===== src/hpf_pkg.sv =====
package hpf_pkg;

  localparam logic [7:0] CHAR_STX = 8'h02;
  localparam logic [7:0] CHAR_ETX = 8'h03;
  localparam logic [7:0] CHAR_NUL = 8'h00;

  // input item kinds
  localparam logic KIND_START = 1'b0;
  localparam logic KIND_DATA  = 1'b1;

  // job opcodes passed from front to back
  localparam logic [1:0] OP_START = 2'd0;
  localparam logic [1:0] OP_DATA  = 2'd1;
  localparam logic [1:0] OP_ERROR = 2'd2;

  // job queue depth, power of two
  localparam int QDEPTH = 4;
  localparam int QAW    = $clog2(QDEPTH);

  typedef struct packed {
    logic [1:0] op;
    logic [7:0] b0;       // command byte or data byte
    logic [7:0] b1;       // data length (start jobs)
    logic       trailer;  // append checksum and ETX after this job
  } job_t;

  function automatic logic [7:0] hex_digit(input logic [3:0] nib);
    logic [7:0] n8;
    n8 = {4'h0, nib};
    if (nib < 4'd10) begin
      hex_digit = 8'h30 + n8;
    end else begin
      hex_digit = 8'h37 + n8;
    end
  endfunction

endpackage


===== src/hpf_queue.sv =====
module hpf_queue (
  input  logic          clk,
  input  logic          rst_n,
  input  logic          wr_en,
  input  hpf_pkg::job_t wr_data,
  input  logic          rd_en,
  output hpf_pkg::job_t rd_data,
  output logic          full,
  output logic          nonempty
);
  import hpf_pkg::*;

  job_t           mem_r [QDEPTH];
  logic [QAW-1:0] wr_ptr_r, wr_ptr_nxt;
  logic [QAW-1:0] rd_ptr_r, rd_ptr_nxt;
  logic [QAW:0]   cnt_r, cnt_nxt;

  assign full     = (cnt_r == (QAW+1)'(QDEPTH));
  assign nonempty = (cnt_r != '0);
  assign rd_data  = mem_r[rd_ptr_r];

  always_comb begin
    wr_ptr_nxt = wr_en ? wr_ptr_r + 1'b1 : wr_ptr_r;
    rd_ptr_nxt = rd_en ? rd_ptr_r + 1'b1 : rd_ptr_r;
    cnt_nxt    = cnt_r;
    if (wr_en && !rd_en) begin
      cnt_nxt = cnt_r + 1'b1;
    end else if (rd_en && !wr_en) begin
      cnt_nxt = cnt_r - 1'b1;
    end
  end

  always_ff @(posedge clk) begin
    if (!rst_n) begin
      wr_ptr_r <= '0;
      rd_ptr_r <= '0;
      cnt_r    <= '0;
    end else begin
      wr_ptr_r <= wr_ptr_nxt;
      rd_ptr_r <= rd_ptr_nxt;
      cnt_r    <= cnt_nxt;
    end
  end

  always_ff @(posedge clk) begin
    if (wr_en) begin
      mem_r[wr_ptr_r] <= wr_data;
    end
  end

endmodule


===== src/hpf_front.sv =====
module hpf_front (
  input  logic          clk,
  input  logic          rst_n,
  input  logic          push,
  output logic          full,
  input  logic          in_cmd,
  input  logic [7:0]    in_packet_command,
  input  logic [7:0]    in_data_len,
  input  logic [7:0]    in_data_byte,
  input  logic          q_full,
  output logic          q_wr,
  output hpf_pkg::job_t q_job
);
  import hpf_pkg::*;

  logic       open_r, open_nxt;
  logic [7:0] rem_r, rem_nxt;

  assign full = q_full;
  assign q_wr = push && !q_full;

  always_comb begin
    open_nxt      = open_r;
    rem_nxt       = rem_r;
    q_job.op      = OP_ERROR;
    q_job.b0      = in_data_byte;
    q_job.b1      = in_data_len;
    q_job.trailer = 1'b0;
    if (in_cmd == KIND_START) begin
      q_job.op      = OP_START;
      q_job.b0      = in_packet_command;
      q_job.trailer = (in_data_len == 8'd0);
      rem_nxt       = in_data_len;
      open_nxt      = (in_data_len != 8'd0);
    end else if (open_r) begin
      q_job.op      = OP_DATA;
      q_job.trailer = (rem_r == 8'd1);
      rem_nxt       = rem_r - 8'd1;
      open_nxt      = (rem_r != 8'd1);
    end
  end

  always_ff @(posedge clk) begin
    if (!rst_n) begin
      open_r <= 1'b0;
      rem_r  <= '0;
    end else if (q_wr) begin
      open_r <= open_nxt;
      rem_r  <= rem_nxt;
    end
  end

endmodule


===== src/hpf_back.sv =====
module hpf_back (
  input  logic          clk,
  input  logic          rst_n,
  input  hpf_pkg::job_t q_head,
  input  logic          q_nonempty,
  output logic          q_rd,
  output logic          empty,
  input  logic          pop,
  output logic [7:0]    out_char,
  output logic          out_run_last,
  output logic          out_frame_end,
  output logic          out_item_error
);
  import hpf_pkg::*;

  localparam logic [3:0] PH_STX = 4'd0;
  localparam logic [3:0] PH_B0H = 4'd1;
  localparam logic [3:0] PH_B0L = 4'd2;
  localparam logic [3:0] PH_B1H = 4'd3;
  localparam logic [3:0] PH_B1L = 4'd4;
  localparam logic [3:0] PH_CKH = 4'd5;
  localparam logic [3:0] PH_CKL = 4'd6;
  localparam logic [3:0] PH_ETX = 4'd7;
  localparam logic [3:0] PH_ERR = 4'd8;

  logic       busy_r, busy_nxt;
  job_t       job_r, job_nxt;
  logic [3:0] ph_r, ph_nxt, ph_step, ph_first;
  logic [7:0] sum_r, sum_nxt;

  logic       oval_r;
  logic [7:0] ochar_r;
  logic       olast_r, oend_r, oerr_r;

  logic       adv, emit;
  logic [7:0] c;
  logic       summed, last, fe, err;

  assign adv  = !oval_r || pop;
  assign emit = busy_r && adv;

  always_comb begin
    c       = CHAR_NUL;
    summed  = 1'b0;
    last    = 1'b0;
    fe      = 1'b0;
    err     = 1'b0;
    ph_step = ph_r;
    case (ph_r)
      PH_STX: begin
        c = CHAR_STX; summed = 1'b1; ph_step = PH_B0H;
      end
      PH_B0H: begin
        c = hex_digit(job_r.b0[7:4]); summed = 1'b1; ph_step = PH_B0L;
      end
      PH_B0L: begin
        c = hex_digit(job_r.b0[3:0]); summed = 1'b1;
        if (job_r.op == OP_START) begin
          ph_step = PH_B1H;
        end else if (job_r.trailer) begin
          ph_step = PH_CKH;
        end else begin
          last = 1'b1;
        end
      end
      PH_B1H: begin
        c = hex_digit(job_r.b1[7:4]); summed = 1'b1; ph_step = PH_B1L;
      end
      PH_B1L: begin
        c = hex_digit(job_r.b1[3:0]); summed = 1'b1;
        if (job_r.trailer) begin
          ph_step = PH_CKH;
        end else begin
          last = 1'b1;
        end
      end
      PH_CKH: begin
        c = hex_digit(sum_r[7:4]); ph_step = PH_CKL;
      end
      PH_CKL: begin
        c = hex_digit(sum_r[3:0]); ph_step = PH_ETX;
      end
      PH_ETX: begin
        c = CHAR_ETX; fe = 1'b1; last = 1'b1;
      end
      PH_ERR: begin
        c = CHAR_NUL; err = 1'b1; last = 1'b1;
      end
      default: begin
        last = 1'b1;
      end
    endcase
  end

  always_comb begin
    case (q_head.op)
      OP_START: ph_first = PH_STX;
      OP_DATA:  ph_first = PH_B0H;
      default:  ph_first = PH_ERR;
    endcase
  end

  // next job loads back to back with the last character of the current one
  assign q_rd = q_nonempty && (!busy_r || (emit && last));

  always_comb begin
    busy_nxt = busy_r;
    job_nxt  = job_r;
    ph_nxt   = ph_r;
    sum_nxt  = sum_r;
    if (q_rd) begin
      busy_nxt = 1'b1;
      job_nxt  = q_head;
      ph_nxt   = ph_first;
    end else if (emit && last) begin
      busy_nxt = 1'b0;
    end else if (emit) begin
      ph_nxt = ph_step;
    end
    if (emit && summed) begin
      sum_nxt = (ph_r == PH_STX) ? CHAR_STX : sum_r + c;
    end else if (emit && fe) begin
      sum_nxt = '0;
    end
  end

  always_ff @(posedge clk) begin
    if (!rst_n) begin
      busy_r <= 1'b0;
      ph_r   <= PH_STX;
      sum_r  <= '0;
      oval_r <= 1'b0;
    end else begin
      busy_r <= busy_nxt;
      ph_r   <= ph_nxt;
      sum_r  <= sum_nxt;
      if (emit) begin
        oval_r <= 1'b1;
      end else if (pop) begin
        oval_r <= 1'b0;
      end
    end
  end

  always_ff @(posedge clk) begin
    job_r <= job_nxt;
    if (emit) begin
      ochar_r <= c;
      olast_r <= last;
      oend_r  <= fe;
      oerr_r  <= err;
    end
  end

  assign empty          = !oval_r;
  assign out_char       = ochar_r;
  assign out_run_last   = olast_r;
  assign out_frame_end  = oend_r;
  assign out_item_error = oerr_r;

endmodule


===== src/ascii_hex_packet_framer_top.sv =====
// Path: an item goes into the 4-entry job queue, which decouples the sides, then
// into the character sequencer, which registers each character at the output.
// Throughput: one character per cycle unless the output stalls; a data item yields
// 2 (5 with checksum and ETX), a stray one a NUL, a start item 5 (8 at zero length).
// Reset: synchronous, active low; closes any open packet, empties queue and output.
module ascii_hex_packet_framer_top (
  input  logic       clk,
  input  logic       rst_n,
  input  logic       push,
  output logic       full,
  input  logic       in_cmd,
  input  logic [7:0] in_packet_command,
  input  logic [7:0] in_data_len,
  input  logic [7:0] in_data_byte,
  output logic       empty,
  input  logic       pop,
  output logic [7:0] out_char,
  output logic       out_run_last,
  output logic       out_frame_end,
  output logic       out_item_error
);
  import hpf_pkg::*;

  job_t wr_job, head_job;
  logic q_wr, q_rd, q_full, q_nonempty;

  hpf_front u_front (
    .clk               (clk),
    .rst_n             (rst_n),
    .push              (push),
    .full              (full),
    .in_cmd            (in_cmd),
    .in_packet_command (in_packet_command),
    .in_data_len       (in_data_len),
    .in_data_byte      (in_data_byte),
    .q_full            (q_full),
    .q_wr              (q_wr),
    .q_job             (wr_job)
  );

  hpf_queue u_queue (
    .clk      (clk),
    .rst_n    (rst_n),
    .wr_en    (q_wr),
    .wr_data  (wr_job),
    .rd_en    (q_rd),
    .rd_data  (head_job),
    .full     (q_full),
    .nonempty (q_nonempty)
  );

  hpf_back u_back (
    .clk            (clk),
    .rst_n          (rst_n),
    .q_head         (head_job),
    .q_nonempty     (q_nonempty),
    .q_rd           (q_rd),
    .empty          (empty),
    .pop            (pop),
    .out_char       (out_char),
    .out_run_last   (out_run_last),
    .out_frame_end  (out_frame_end),
    .out_item_error (out_item_error)
  );

endmodule


===== config.mk =====
export PLATFORM = sky130hd
export DESIGN_NAME = ascii_hex_packet_framer_top
export DESIGN_NICKNAME = d
export VERILOG_FILES = /design/src/hpf_pkg.sv /design/src/hpf_queue.sv /design/src/hpf_front.sv /design/src/hpf_back.sv /design/src/ascii_hex_packet_framer_top.sv
export SDC_FILE = /design/constraint.sdc
export NUM_CORES = 1
export LEC_CHECK = 0
export BUFFER_PORTS_ARGS = -buffer_cell sky130_fd_sc_hd__clkbuf_2
export CORE_MARGIN = 5
export CORE_UTILIZATION = 50
export CTS_CLUSTER_DIAMETER = 60
export DETAILED_ROUTE_END_ITERATION = 7
export PLACE_DENSITY = 0.68
export SYNTH_ARGS = -nofsm -noshare
export SYNTH_HDL_FRONTEND = slang
export SYNTH_HIERARCHICAL = 1
export SYNTH_SLANG_ARGS = --single-unit

===== constraint.sdc =====
create_clock -name clk -period 4.4 [get_ports clk]
set_input_delay 0.22 -clock clk [delete_from_list [all_inputs] [get_ports clk]]
set_output_delay 0.22 -clock clk [all_outputs]
set_load 0.05 [all_outputs]

==> results.sh, run 1 <==
export IMPL_status="finished, final reports clean"
export IMPL_cp_data_required_time_ps=4700
export IMPL_tns_ps=0
export IMPL_antenna_found_initial=0
export IMPL_synth_warnings=6
export IMPL_dieArea_um2=15800
export IMPL_die_h_um=126
export IMPL_vdd_ir_drop_max_mv=0.295
export IMPL_synth_top_family_by_area="compound AO/OA/AOI/OAI gates"
export IMPL_place_ws_ps=960
export IMPL_clock_power_share_pct=29.4
export IMPL_setup_violations=0
export IMPL_cts_hold_buf=0
export IMPL_slew_headroom_pct=29.9
export IMPL_slew_viol_final=0
export IMPL_first_pass_iters=5
export IMPL_cp_slowest_cell="dfxtp_1"
export IMPL_synthArstFlopShare_pct=0
export IMPL_row_count=42
export IMPL_worst_pin_slew_ps=1050
export IMPL_seqPwrFrac_pct=41.7
export IMPL_worst_path_max_fanout=11
export IMPL_cp_top_family="simple AND/OR/NAND/NOR gates"
export IMPL_design_area_um2=7510
export IMPL_p_per_area_nw_per_um2=619
export IMPL_arrival_ps=3790
export IMPL_diodes=0
export IMPL_postLayoutSetupSlackWorst_ps=902
export IMPL_start_util_pct=50.8
export IMPL_die_w_um=126
export IMPL_clkTransAtPathRegs_ps=60
export IMPL_grt_pass1_vias=4361
export IMPL_port_buffers=40
export IMPL_yosys_top_cells_area="edfxtp_1, dfxtp_1, ha_1"
export IMPL_vias=4216
export IMPL_gr_usage_met2_pct=29.1
export IMPL_finalClockSkew_ps=5.51
export IMPL_yosys_area_top_type="edfxtp_1"
export IMPL_rsz0062_at_grt="no"
export IMPL_via_per_inst=5.61
export IMPL_cts_buffers=17
export IMPL_track_usage_pct=17.5
export IMPL_synth_edff_count=105
export IMPL_nFillCells=1092
export IMPL_finalCritPeriodShare_pct=79.5
export IMPL_placed_area_um2=6930
export IMPL_yosys_area_share_adder_pct=4.35
export IMPL_synthSimpleGateAreaFrac_pct=11.4
export IMPL_clockBufferDepth=2
export IMPL_final_common_cell="edfxtp_1"
export IMPL_htreeDepth=4
export IMPL_gp_congestion=0.916
export IMPL_drt_iter0_drc=340
export IMPL_most_common_layout_cells="edfxtp_1, clkbuf_2, nand2_1"
export IMPL_final_nets=613
export IMPL_grt_max_degree=32
export IMPL_max_freq_mhz=286
export IMPL_p_leak_nw=2.68
export IMPL_ant_nets=0
export IMPL_power_mw=4.65
export IMPL_io_pins=42
export IMPL_switchingPower_mw=1.56
export IMPL_synth_area_um2=6670
export IMPL_synth_mux_area_share_pct=8.72
export IMPL_critPathLaunchType="flop"
export IMPL_wl_um=13000
export IMPL_grt_ovfl_total=0
export IMPL_yosysTopAreaCellShare_pct=47.3
export IMPL_synthCells=526
export IMPL_cts_repair_resized=0
export IMPL_cts_tree="yes"
export IMPL_drive_above_1_share_pct=18.4
export IMPL_synth_compound_area_share_pct=12.5
export IMPL_ys_seq_area_share_pct=56.9
export IMPL_hpwl_um=9360
export IMPL_synth_seq_cells=137
export IMPL_endpoint_kind="flop"
export IMPL_synth_area_per_cell_um2=12.7
export IMPL_hold_violations=0
export IMPL_clockRootBuffer="clkbuf_16"
export IMPL_worstHoldPathType="input pin to flop"
export IMPL_path_cells="or2_2, or2_2, o22ai_1, a21oi_1, a31oi_1, ha_1, inv_1, fa_1, nand2b_1, a21oi_1, o21ai_0, nor3b_2, a311o_1"
export IMPL_switching_share_pct=33.6
export IMPL_post_cts_buffers=0
export IMPL_max_cap_violations=0
export IMPL_comb_power_share_pct=28.9
export IMPL_area_delta_synth_final_pct=12.6
export IMPL_fin_crit_ps=3500
export IMPL_use_met1_pct=22.4
export IMPL_use_met3_pct=3.97
export IMPL_wl_per_cell_um=17.3
export IMPL_crit_buf_inv=1
export IMPL_synth_fp_nets=577
export IMPL_busiest_layer="met2"
export IMPL_insertion_delay_ps=410
export IMPL_max_stage_delay_ps=430
export IMPL_ys_types=68
export IMPL_intPower_mw=3.09
export IMPL_core_um2=13100
export IMPL_synthFlopType="edfxtp_1"
export IMPL_clock_sinks=137
export IMPL_worst_hold_slack_ps=71.1
export IMPL_yosys_area_share_xor_xnor_pct=1.84
export IMPL_grt_first_pass_wirelength_um=21800
export IMPL_crit_type="flop to flop"
export IMPL_drc=0
-- power by group through the flow --
stage	clock network [mW]	registers [mW]	logic (mW)
6_report	1.37	1.94	1.34
5_1_grt	1.47	1.97	1.51
3_3_place_gp	0	1.95	1.35
3_5_place_dp	0	1.96	1.35
4_1_cts	1.40	1.94	1.36
2_1_floorplan	0	1.98	0.993
-- synthesized netlist by cell type, drive strengths merged, types with 3 or more instances --
cell and count:
edfxtp 105, nand2 33, o21ai 33, a21oi 32
dfxtp 32, inv 29, nor2 28, ha 20
mux4 19, buf 18, nand3 12, a22oi 11
nor2b 11, and2 10, xnor2 10, mux2 8
a31oi 7, clkbuf 7, nand2b 6, o22ai 6
a21boi 5, nor3 5, nor4 5, or3 5
a211oi 4, nand4 4, o21bai 4, o32ai 4
xor2 4, a32oi 3, and3 3, mux2i 3
nand3b 3, or2 3
-- area by class of cell --
type	instances	area, µm²	area share [%]
clock buffer	18	429	5.71
clock inverter	14	146	1.95
inverter	30	113	1.50
multi-input combinational	334	2590	34.5
sequential	137	3790	50.5
tap	176	220	2.93
timing repair buffer	42	215	2.87
-- stage by stage --
step | cells | util, %
finish | 751 | 57.2
global route | 751 | 57.2
CTS | 751 | 57.2
detailed placement | 719 | 52.8
global placement | 719 | 52.8
floorplan | 526 | -
-- worst register-to-register path, cell delays in order, from the launching register on --
cell      delay [ps]
dfxtp_1          430
or2_2            430
or2_2            380
o22ai_1          190
a21oi_1           60
a31oi_1          260
ha_1             240
inv_1             60
fa_1             400
nand2b_1         190
a21oi_1          180
o21ai_0          130
nor3b_2          170
a311o_1          270
-- cells by family (layout without fill, tap and decap cells) --
family                     after synthesis  count (layout)
adders and majority gates               22              22
DFF                                    137             137
xor gates and xnor gates                14              14
other                                    1               1
AOI/OAI and AO/OA                      128             128
buffers and inverters                   55             104
and+or+nand+nor                        139             139
muxes                                   30              30
-- flip-flops by register name (all words and copies together), names as in the netlist, 2 cells and up, named ones only --
register / flops
u_front/rem_r: 8
u_back/sum_r: 8
u_back/out_char: 7
u_queue/wr_ptr_r: 2
u_queue/rd_ptr_r: 2
u_queue/cnt_r: 3
u_back/ph_r: 4
u_queue/mem_r: 76
u_back/job_r: 19
-- per-layer routing --
| metal | vias to the layer above | share of wire [%] |
|---|---|---|
| met5 | - | 0 |
| met4 | 0 | 2.0 |
| met3 | 22 | 3.6 |
| met2 | 100 | 49 |
| met1 | 2015 | 45 |
| li1 | 2079 | - |
-- worst paths after layout --
path | start | end | slack, ps | cells past startpoint
worst max-delay path | u_back/ph_r[3]$_SDFFE_PN0P_ | u_back/sum_r[6]$_SDFFE_PN0P_ | 900 | 13
worst min register to register | u_front/open_r$_SDFFE_PN0P_ | u_front/open_r$_SDFFE_PN0P_ | 470 | 2
worst max register to register | u_back/ph_r[3]$_SDFFE_PN0P_ | u_back/sum_r[6]$_SDFFE_PN0P_ | 900 | 13
worst min-delay path | in_data_len[4] | u_queue/mem_r[1][5]$_DFFE_PP_ | 70 | 1
Power figures use the tool's default switching activity.
==> inputs of run 2 (changes only) <==
--- a/config.mk
+++ b/config.mk
@@ -5,12 +5,13 @@
 export SDC_FILE = /design/constraint.sdc
 export NUM_CORES = 1
 export LEC_CHECK = 0
+export ABC_AREA = 1
 export BUFFER_PORTS_ARGS = -buffer_cell sky130_fd_sc_hd__clkbuf_2
 export CORE_MARGIN = 5
 export CORE_UTILIZATION = 50
 export CTS_CLUSTER_DIAMETER = 60
 export DETAILED_ROUTE_END_ITERATION = 7
-export PLACE_DENSITY = 0.68
+export PLACE_DENSITY = 0.7
 export SYNTH_ARGS = -nofsm -noshare
 export SYNTH_HDL_FRONTEND = slang
 export SYNTH_HIERARCHICAL = 1
==> constraint.sdc (replaced) <==
create_clock -name clk -period 2.9 [get_ports clk]
set_input_delay 0.145 -clock clk [delete_from_list [all_inputs] [get_ports clk]]
set_output_delay 0.145 -clock clk [all_outputs]
set_load 0.05 [all_outputs]
==> results.sh, run 2 <==
export IMPL_vias=5192
export IMPL_synth_area_um2=6950
export IMPL_hold_violations=0
export IMPL_drt_iter0_drc=363
export IMPL_max_stage_delay_ps=430
export IMPL_hpwl_um=10200
export IMPL_clock_sinks=137
export IMPL_io_pins=42
export IMPL_synthCells=741
export IMPL_highest_layer="met4"
export IMPL_max_freq_mhz=381
export IMPL_grt_first_pass_wirelength_um=23800
export IMPL_grt_max_degree=39
export IMPL_cp_slowest_cell="ha_1"
export IMPL_cp_depth=14
export IMPL_diodes=0
export IMPL_cts_tree="yes"
export IMPL_synthSimpleGateAreaFrac_pct=20.0
export IMPL_ys_types=47
export IMPL_wl_um=14400
export IMPL_clockRootBuffer="clkbuf_16"
export IMPL_die_h_um=128
export IMPL_crit_buf_inv=2
export IMPL_cp_top_family="simple AND/OR/NAND/NOR gates"
export IMPL_clkTransAtPathRegs_ps=50
export IMPL_worstHoldPathType="input pin to flop"
export IMPL_track_usage_pct=18.3
export IMPL_slew_viol_final=0
export IMPL_crit_path_frequent_cell="nand2_1"
export IMPL_final_common_cell="nand2_1"
export IMPL_synth_warnings=6
export IMPL_p_per_area_nw_per_um2=1000
export IMPL_wl_met2_um=6990
export IMPL_dieArea_um2=16400
export IMPL_area_delta_synth_final_pct=13.7
export IMPL_yosys_top_cells_area="edfxtp_1, dfxtp_1, nand2_1"
export IMPL_htreeDepth=4
export IMPL_synth_mux_area_share_pct=0
export IMPL_endpoint_kind="flop"
export IMPL_p_leak_nw=3.26
export IMPL_nFillCells=1230
export IMPL_arrival_ps=2910
export IMPL_worst_path_max_fanout=7
export IMPL_critPathLaunchType="flop"
export IMPL_first_pass_iters=5
export IMPL_synthFlopType="edfxtp_1"
export IMPL_yosys_top_cells_count="nand2_1, edfxtp_1, inv_1, nor2_1, o21ai_0"
export IMPL_drc=0
export IMPL_slew_headroom_pct=56.1
export IMPL_fin_crit_ps=2620
export IMPL_cp_data_required_time_ps=3190
export IMPL_clockBufferDepth=2
export IMPL_finalCritPeriodShare_pct=90.4
export IMPL_synth_fp_nets=792
export IMPL_yosysTopAreaCellShare_pct=45.4
export IMPL_ys_seq_area_share_pct=54.6
export IMPL_max_cap_violations=0
export IMPL_core_um2=13800
export IMPL_antenna_found_initial=0
export IMPL_setup_violations=0
export IMPL_gp_congestion=0.921
export IMPL_most_common_layout_cells="nand2_1, edfxtp_1, inv_1, nor2_1, o21ai_0"
export IMPL_wl_met3_um=768
export IMPL_placed_area_um2=7220
export IMPL_tns_ps=0
export IMPL_top_register="u_queue/mem_r"
export IMPL_cts_buffers=17
export IMPL_row_count=43
export IMPL_grt_pass1_vias=4956
export IMPL_final_nets=840
export IMPL_reg_top3="u_queue/mem_r (76), u_back/job_r (19)"
export IMPL_yosys_area_share_xor_xnor_pct=0.378
export IMPL_largest_reg_flops=76
export IMPL_via_per_inst=5.29
export IMPL_port_buffers=40
export IMPL_insertion_delay_ps=410
export IMPL_worst_pin_slew_ps=658
export IMPL_crit_type="flop to flop"
export IMPL_vdd_ir_drop_max_mv=0.466
export IMPL_synth_most_common_cell="nand2_1"
export IMPL_synth_top_family_by_area="simple AND/OR/NAND/NOR gates"
export IMPL_die_w_um=128
export IMPL_wl_per_cell_um=14.7
export IMPL_yosys_area_share_adder_pct=4.18
export IMPL_drive_above_1_share_pct=15.0
export IMPL_synth_compound_area_share_pct=12.2
export IMPL_grt_ovfl_total=0
export IMPL_path_cells="inv_1, ha_1, inv_1, o21ai_0, nand2_1, nand2_1, and3_1, nand4_1, ha_1, a21oi_1, nand2_1, or2_2, nand3_1, a21oi_1"
export IMPL_synthArstFlopShare_pct=0
export IMPL_hold_depth=1
export IMPL_start_util_pct=50.4
export IMPL_r2r_cells=14
export IMPL_design_area_um2=7900
export IMPL_yosys_area_top_type="edfxtp_1"
export IMPL_synth_edff_count=105
export IMPL_synth_seq_cells=137
export IMPL_rsz0062_at_grt="no"
export IMPL_synth_area_per_cell_um2=9.37
export IMPL_ant_nets=0
export IMPL_met1Wirelength_um=6440
export IMPL_status="finished, final reports clean"
export IMPL_finalClockSkew_ps=9.40
## run 2: cell count changes after synthesis, moves of 14 or more
cell,change
inv_1,+59
nand2_1,+107
nand3_1,+30
nor2_1,+49
o21ai_0,+41
o22ai_1,+14
## run 2: metal layers
metal  track usage, %  up-vias
li1                 -     2614
met1             23.1     2406
met2             31.2      156
met3             3.62       16
met4             7.05        0
met5                0        -
## run 2: cell families (layout without fill, tap and decap cells)
family,after synthesis,after routing
adder cells (fa/ha/maj),22,22
flip-flops,137,137
AND/OR/NAND/NOR,304,304
XOR/XNOR,3,3
buffers and inverters,123,184
other,1,1
AO/OA/AOI/OAI,151,151
## run 2: cell type report
class | instances | area [µm²] | share of cell area (%)
Sequential cell | 137 | 3800 | 48.1
Multi-Input combinational cell | 481 | 2570 | 32.6
Clock buffer | 24 | 482 | 6.10
Inverter | 96 | 368 | 4.66
Timing Repair Buffer | 56 | 335 | 4.25
Tap cell | 180 | 225 | 2.85
Clock inverter | 8 | 120 | 1.52
## run 2: per-stage QoR
step	power [mW]	util (%)	std cells	hold WS [ps]	setup slack, ps
after global routing	8.43	57.3	982	9.22	21.4
after floorplan	5.12	-	741	262	325
after detailed placement	5.72	52.4	944	381	211
final	7.91	57.3	982	14.2	278
after global placement	5.63	52.4	944	375	272
after CTS	7.92	57.2	982	0.800	201
## run 2: worst paths after layout
| check | end | start | slack [ps] |
|---|---|---|---|
| max | u_back/sum_r[3]$_SDFFE_PN0P_ | u_back/job_r[6]$_DFFE_PP_ | 280 |
| min | u_queue/mem_r[1][4]$_DFFE_PP_ | in_data_len[3] | 10 |
| max reg2reg | u_back/sum_r[3]$_SDFFE_PN0P_ | u_back/job_r[6]$_DFFE_PP_ | 280 |
| min reg2reg | u_queue/rd_ptr_r[1]$_SDFFE_PN0P_ | u_queue/rd_ptr_r[1]$_SDFFE_PN0P_ | 460 |
## run 2: power breakdown
| part | leakage (nW) | total (mW) | internal [mW] | switching [mW] |
|---|---|---|---|---|
| Sequential | 1.24 | 2.96 | 2.69 | 0.271 |
| Clock | 0.292 | 2.18 | 1.42 | 0.767 |
| Combinational | 1.73 | 2.76 | 0.838 | 1.92 |
## run 2: worst reg2reg max path: stages (launching register included)
cell and delay [ps]:
edfxtp_1 420, inv_1 100, ha_1 150, inv_1 60, o21ai_0 130, nand2_1 80
nand2_1 70, and3_1 160, nand4_1 150, ha_1 430, a21oi_1 220, nand2_1 110
or2_2 280, nand3_1 80, a21oi_1 60
## run 2: timing repair
item | 4_1_cts | 5_1_grt
endpoints found under the hold margin | 21 | 0
setup endpoints to repair | 0 | 3
hold buffers | 6 | 0
resized for setup | 0 | 4
buffers inserted | 0 | 0
==> inputs of run 3 (changes only) <==
--- a/config.mk
+++ b/config.mk
@@ -7,11 +7,13 @@
 export LEC_CHECK = 0
 export ABC_AREA = 1
 export BUFFER_PORTS_ARGS = -buffer_cell sky130_fd_sc_hd__clkbuf_2
+export CELL_PAD_IN_SITES_DETAIL_PLACEMENT = 0
+export CELL_PAD_IN_SITES_GLOBAL_PLACEMENT = 1
 export CORE_MARGIN = 5
-export CORE_UTILIZATION = 50
+export CORE_UTILIZATION = 43
 export CTS_CLUSTER_DIAMETER = 60
 export DETAILED_ROUTE_END_ITERATION = 7
-export PLACE_DENSITY = 0.7
+export PLACE_DENSITY_LB_ADDON = 0.15
 export SYNTH_ARGS = -nofsm -noshare
 export SYNTH_HDL_FRONTEND = slang
 export SYNTH_HIERARCHICAL = 1
==> results.sh, run 3 (synthesis gave the netlist of run 2 again) <==
export IMPL_status="finished, final reports clean"
export IMPL_worst_hold_slack_ps=33.5
export IMPL_area_delta_synth_final_pct=15.7
export IMPL_r2r_start="u_back/ph_r[2]$_SDFFE_PN0P_"
export IMPL_io_pins=42
export IMPL_p_per_area_nw_per_um2=1000
export IMPL_grt_ovfl_total=0
export IMPL_postLayoutSetupSlackWorst_ps=183
export IMPL_slew_viol_final=0
export IMPL_reg_top3="u_queue/mem_r (76), u_back/job_r (19)"
export IMPL_wl_um=15400
export IMPL_ant_nets=0
export IMPL_gp_congestion=0.860
export IMPL_row_count=46
export IMPL_worst_pin_slew_ps=653
export IMPL_final_util_pct=50.6
export IMPL_most_common_layout_cells="nand2_1, edfxtp_1, inv_1, nor2_1, o21ai_0"
export IMPL_worst_path_max_fanout=7
export IMPL_rsz0062_at_grt="no"
export IMPL_drive_above_1_share_pct=15.7
export IMPL_max_stage_delay_ps=360
export IMPL_max_freq_mhz=368
export IMPL_reg2reg_to="u_back/sum_r[3]$_SDFFE_PN0P_"
export IMPL_die_h_um=137
export IMPL_placed_cells=982
export IMPL_drc=0
export IMPL_setup_violations=0
export IMPL_arrival_ps=3010
export IMPL_tns_ps=0
export IMPL_cp_slowest_cell="dfxtp_1"
export IMPL_cts_buffers=17
export IMPL_r2r_cells=14
export IMPL_path_cells="inv_2, nor2_4, inv_1, nor3_4, buf_4, buf_4, o211ai_1, nand4_1, ha_1, a21oi_1, nand2_1, or2_2, nand3_1, a21oi_1"
export IMPL_final_cells=1025
export IMPL_design_area_um2=8040
export IMPL_vias=5156
export IMPL_cp_data_required_time_ps=3190
export IMPL_start_util_pct=43.7
export IMPL_slew_headroom_pct=56.4
export IMPL_clock_sinks=137
export IMPL_grt_first_pass_wirelength_um=25300
export IMPL_core_um2=15900
export IMPL_crit_type="flop to flop"
export IMPL_top_register="u_queue/mem_r"
export IMPL_clockBufferDepth=2
export IMPL_worstHoldPathType="input pin to flop"
export IMPL_place_ws_ps=206
export IMPL_diodes=0
export IMPL_vdd_ir_drop_max_mv=0.472
export IMPL_via_per_inst=5.03
export IMPL_cp_depth=14
export IMPL_dieArea_um2=18800
export IMPL_first_pass_iters=5
export IMPL_p_leak_nw=3.31
export IMPL_grt_max_degree=39
export IMPL_grt_pass1_vias=5079
export IMPL_fin_crit_ps=2720
export IMPL_final_nets=847
export IMPL_critPathLaunchType="flop"
export IMPL_max_cap_violations=0
export IMPL_wl_per_cell_um=15.0
export IMPL_cts_tree="yes"
export IMPL_finalCritPeriodShare_pct=93.7
export IMPL_finalClockSkew_ps=5.79
export IMPL_power_mw=8.07
export IMPL_crit_end="u_back/sum_r[3]$_SDFFE_PN0P_"
export IMPL_cp_top_family="simple AND/OR/NAND/NOR gates"
export IMPL_final_common_cell="nand2_1"
export IMPL_clockRootBuffer="clkbuf_16"
export IMPL_port_buffers=40
export IMPL_htreeDepth=4
export IMPL_drt_iter0_drc=417
export IMPL_endpoint_kind="flop"
export IMPL_antenna_found_initial=0
export IMPL_track_usage_pct=17.6
export IMPL_clkTransAtPathRegs_ps=60
export IMPL_die_w_um=137
export IMPL_crit_start="u_back/ph_r[2]$_SDFFE_PN0P_"
export IMPL_rrSetupSlack_ps=180
export IMPL_hpwl_um=11000
export IMPL_insertion_delay_ps=420
export IMPL_placed_area_um2=7280
export IMPL_largest_reg_flops=76
export IMPL_hold_violations=0
export IMPL_nFillCells=1480
export IMPL_crit_buf_inv=4
==> run 3: worst reg2reg max path: stages (launching register included) <==
cell and delay [ps]:
dfxtp_1 360, inv_2 80, nor2_4 140, inv_1 120, nor3_4 310, buf_4 170, buf_4 100, o211ai_1 110
nand4_1 150, ha_1 320, a21oi_1 200, nand2_1 110, or2_2 280, nand3_1 80, a21oi_1 60
==> run 3: final cells by class <==
| cell class | count | area (µm²) | share of cell area, % |
|---|---|---|---|
| clock inverter | 9 | 163 | 2.02 |
| clock buffer | 23 | 478 | 5.95 |
| timing repair buffer | 63 | 393 | 4.89 |
| sequential | 137 | 3790 | 47.2 |
| tap | 216 | 270 | 3.36 |
| inverter | 96 | 368 | 4.58 |
| multi-input combinational | 481 | 2570 | 32.0 |
==> run 3: what timing repair did <==
action | 4_1_cts | 5_1_grt
gates resized for setup | 0 | 3
hold endpoints to repair | 29 | 0
setup buffers | 0 | 3
endpoints found under the setup margin | 0 | 3
hold buffers | 8 | 0
==> run 3: report_power, final <==
part / internal, mW / leakage [nW] / switching, mW / total [mW]
logic: 0.845 / 1.76 / 1.95 / 2.79
registers: 2.69 / 1.24 / 0.279 / 2.97
clock network: 1.51 / 0.308 / 0.790 / 2.30
==> run 3: per-layer routing <==
layer  global-route usage [%]  routed length, µm  share of wire (%)
met1                     22.9               7060                 46
met2                     28.7               7380                 48
met3                     4.34                716                4.6
met4                     5.93                257                1.7
met5                        0                  0                  0
==> run 3: how the worst min path moves through the flow <==
stage                   start                             to  depth (start not counted)
2_1_floorplan           rst_n   u_back/sum_r[1]$_SDFFE_PN0P_                          1
3_3_place_gp   in_data_len[7]  u_queue/mem_r[2][8]$_DFFE_PP_                          1
3_5_place_dp   in_data_len[7]  u_queue/mem_r[2][8]$_DFFE_PP_                          1
4_1_cts        in_data_len[3]  u_queue/mem_r[2][4]$_DFFE_PP_                          1
5_1_grt        in_data_len[3]  u_queue/mem_r[2][4]$_DFFE_PP_                          1
6_report       in_data_len[3]  u_queue/mem_r[2][4]$_DFFE_PP_                          1
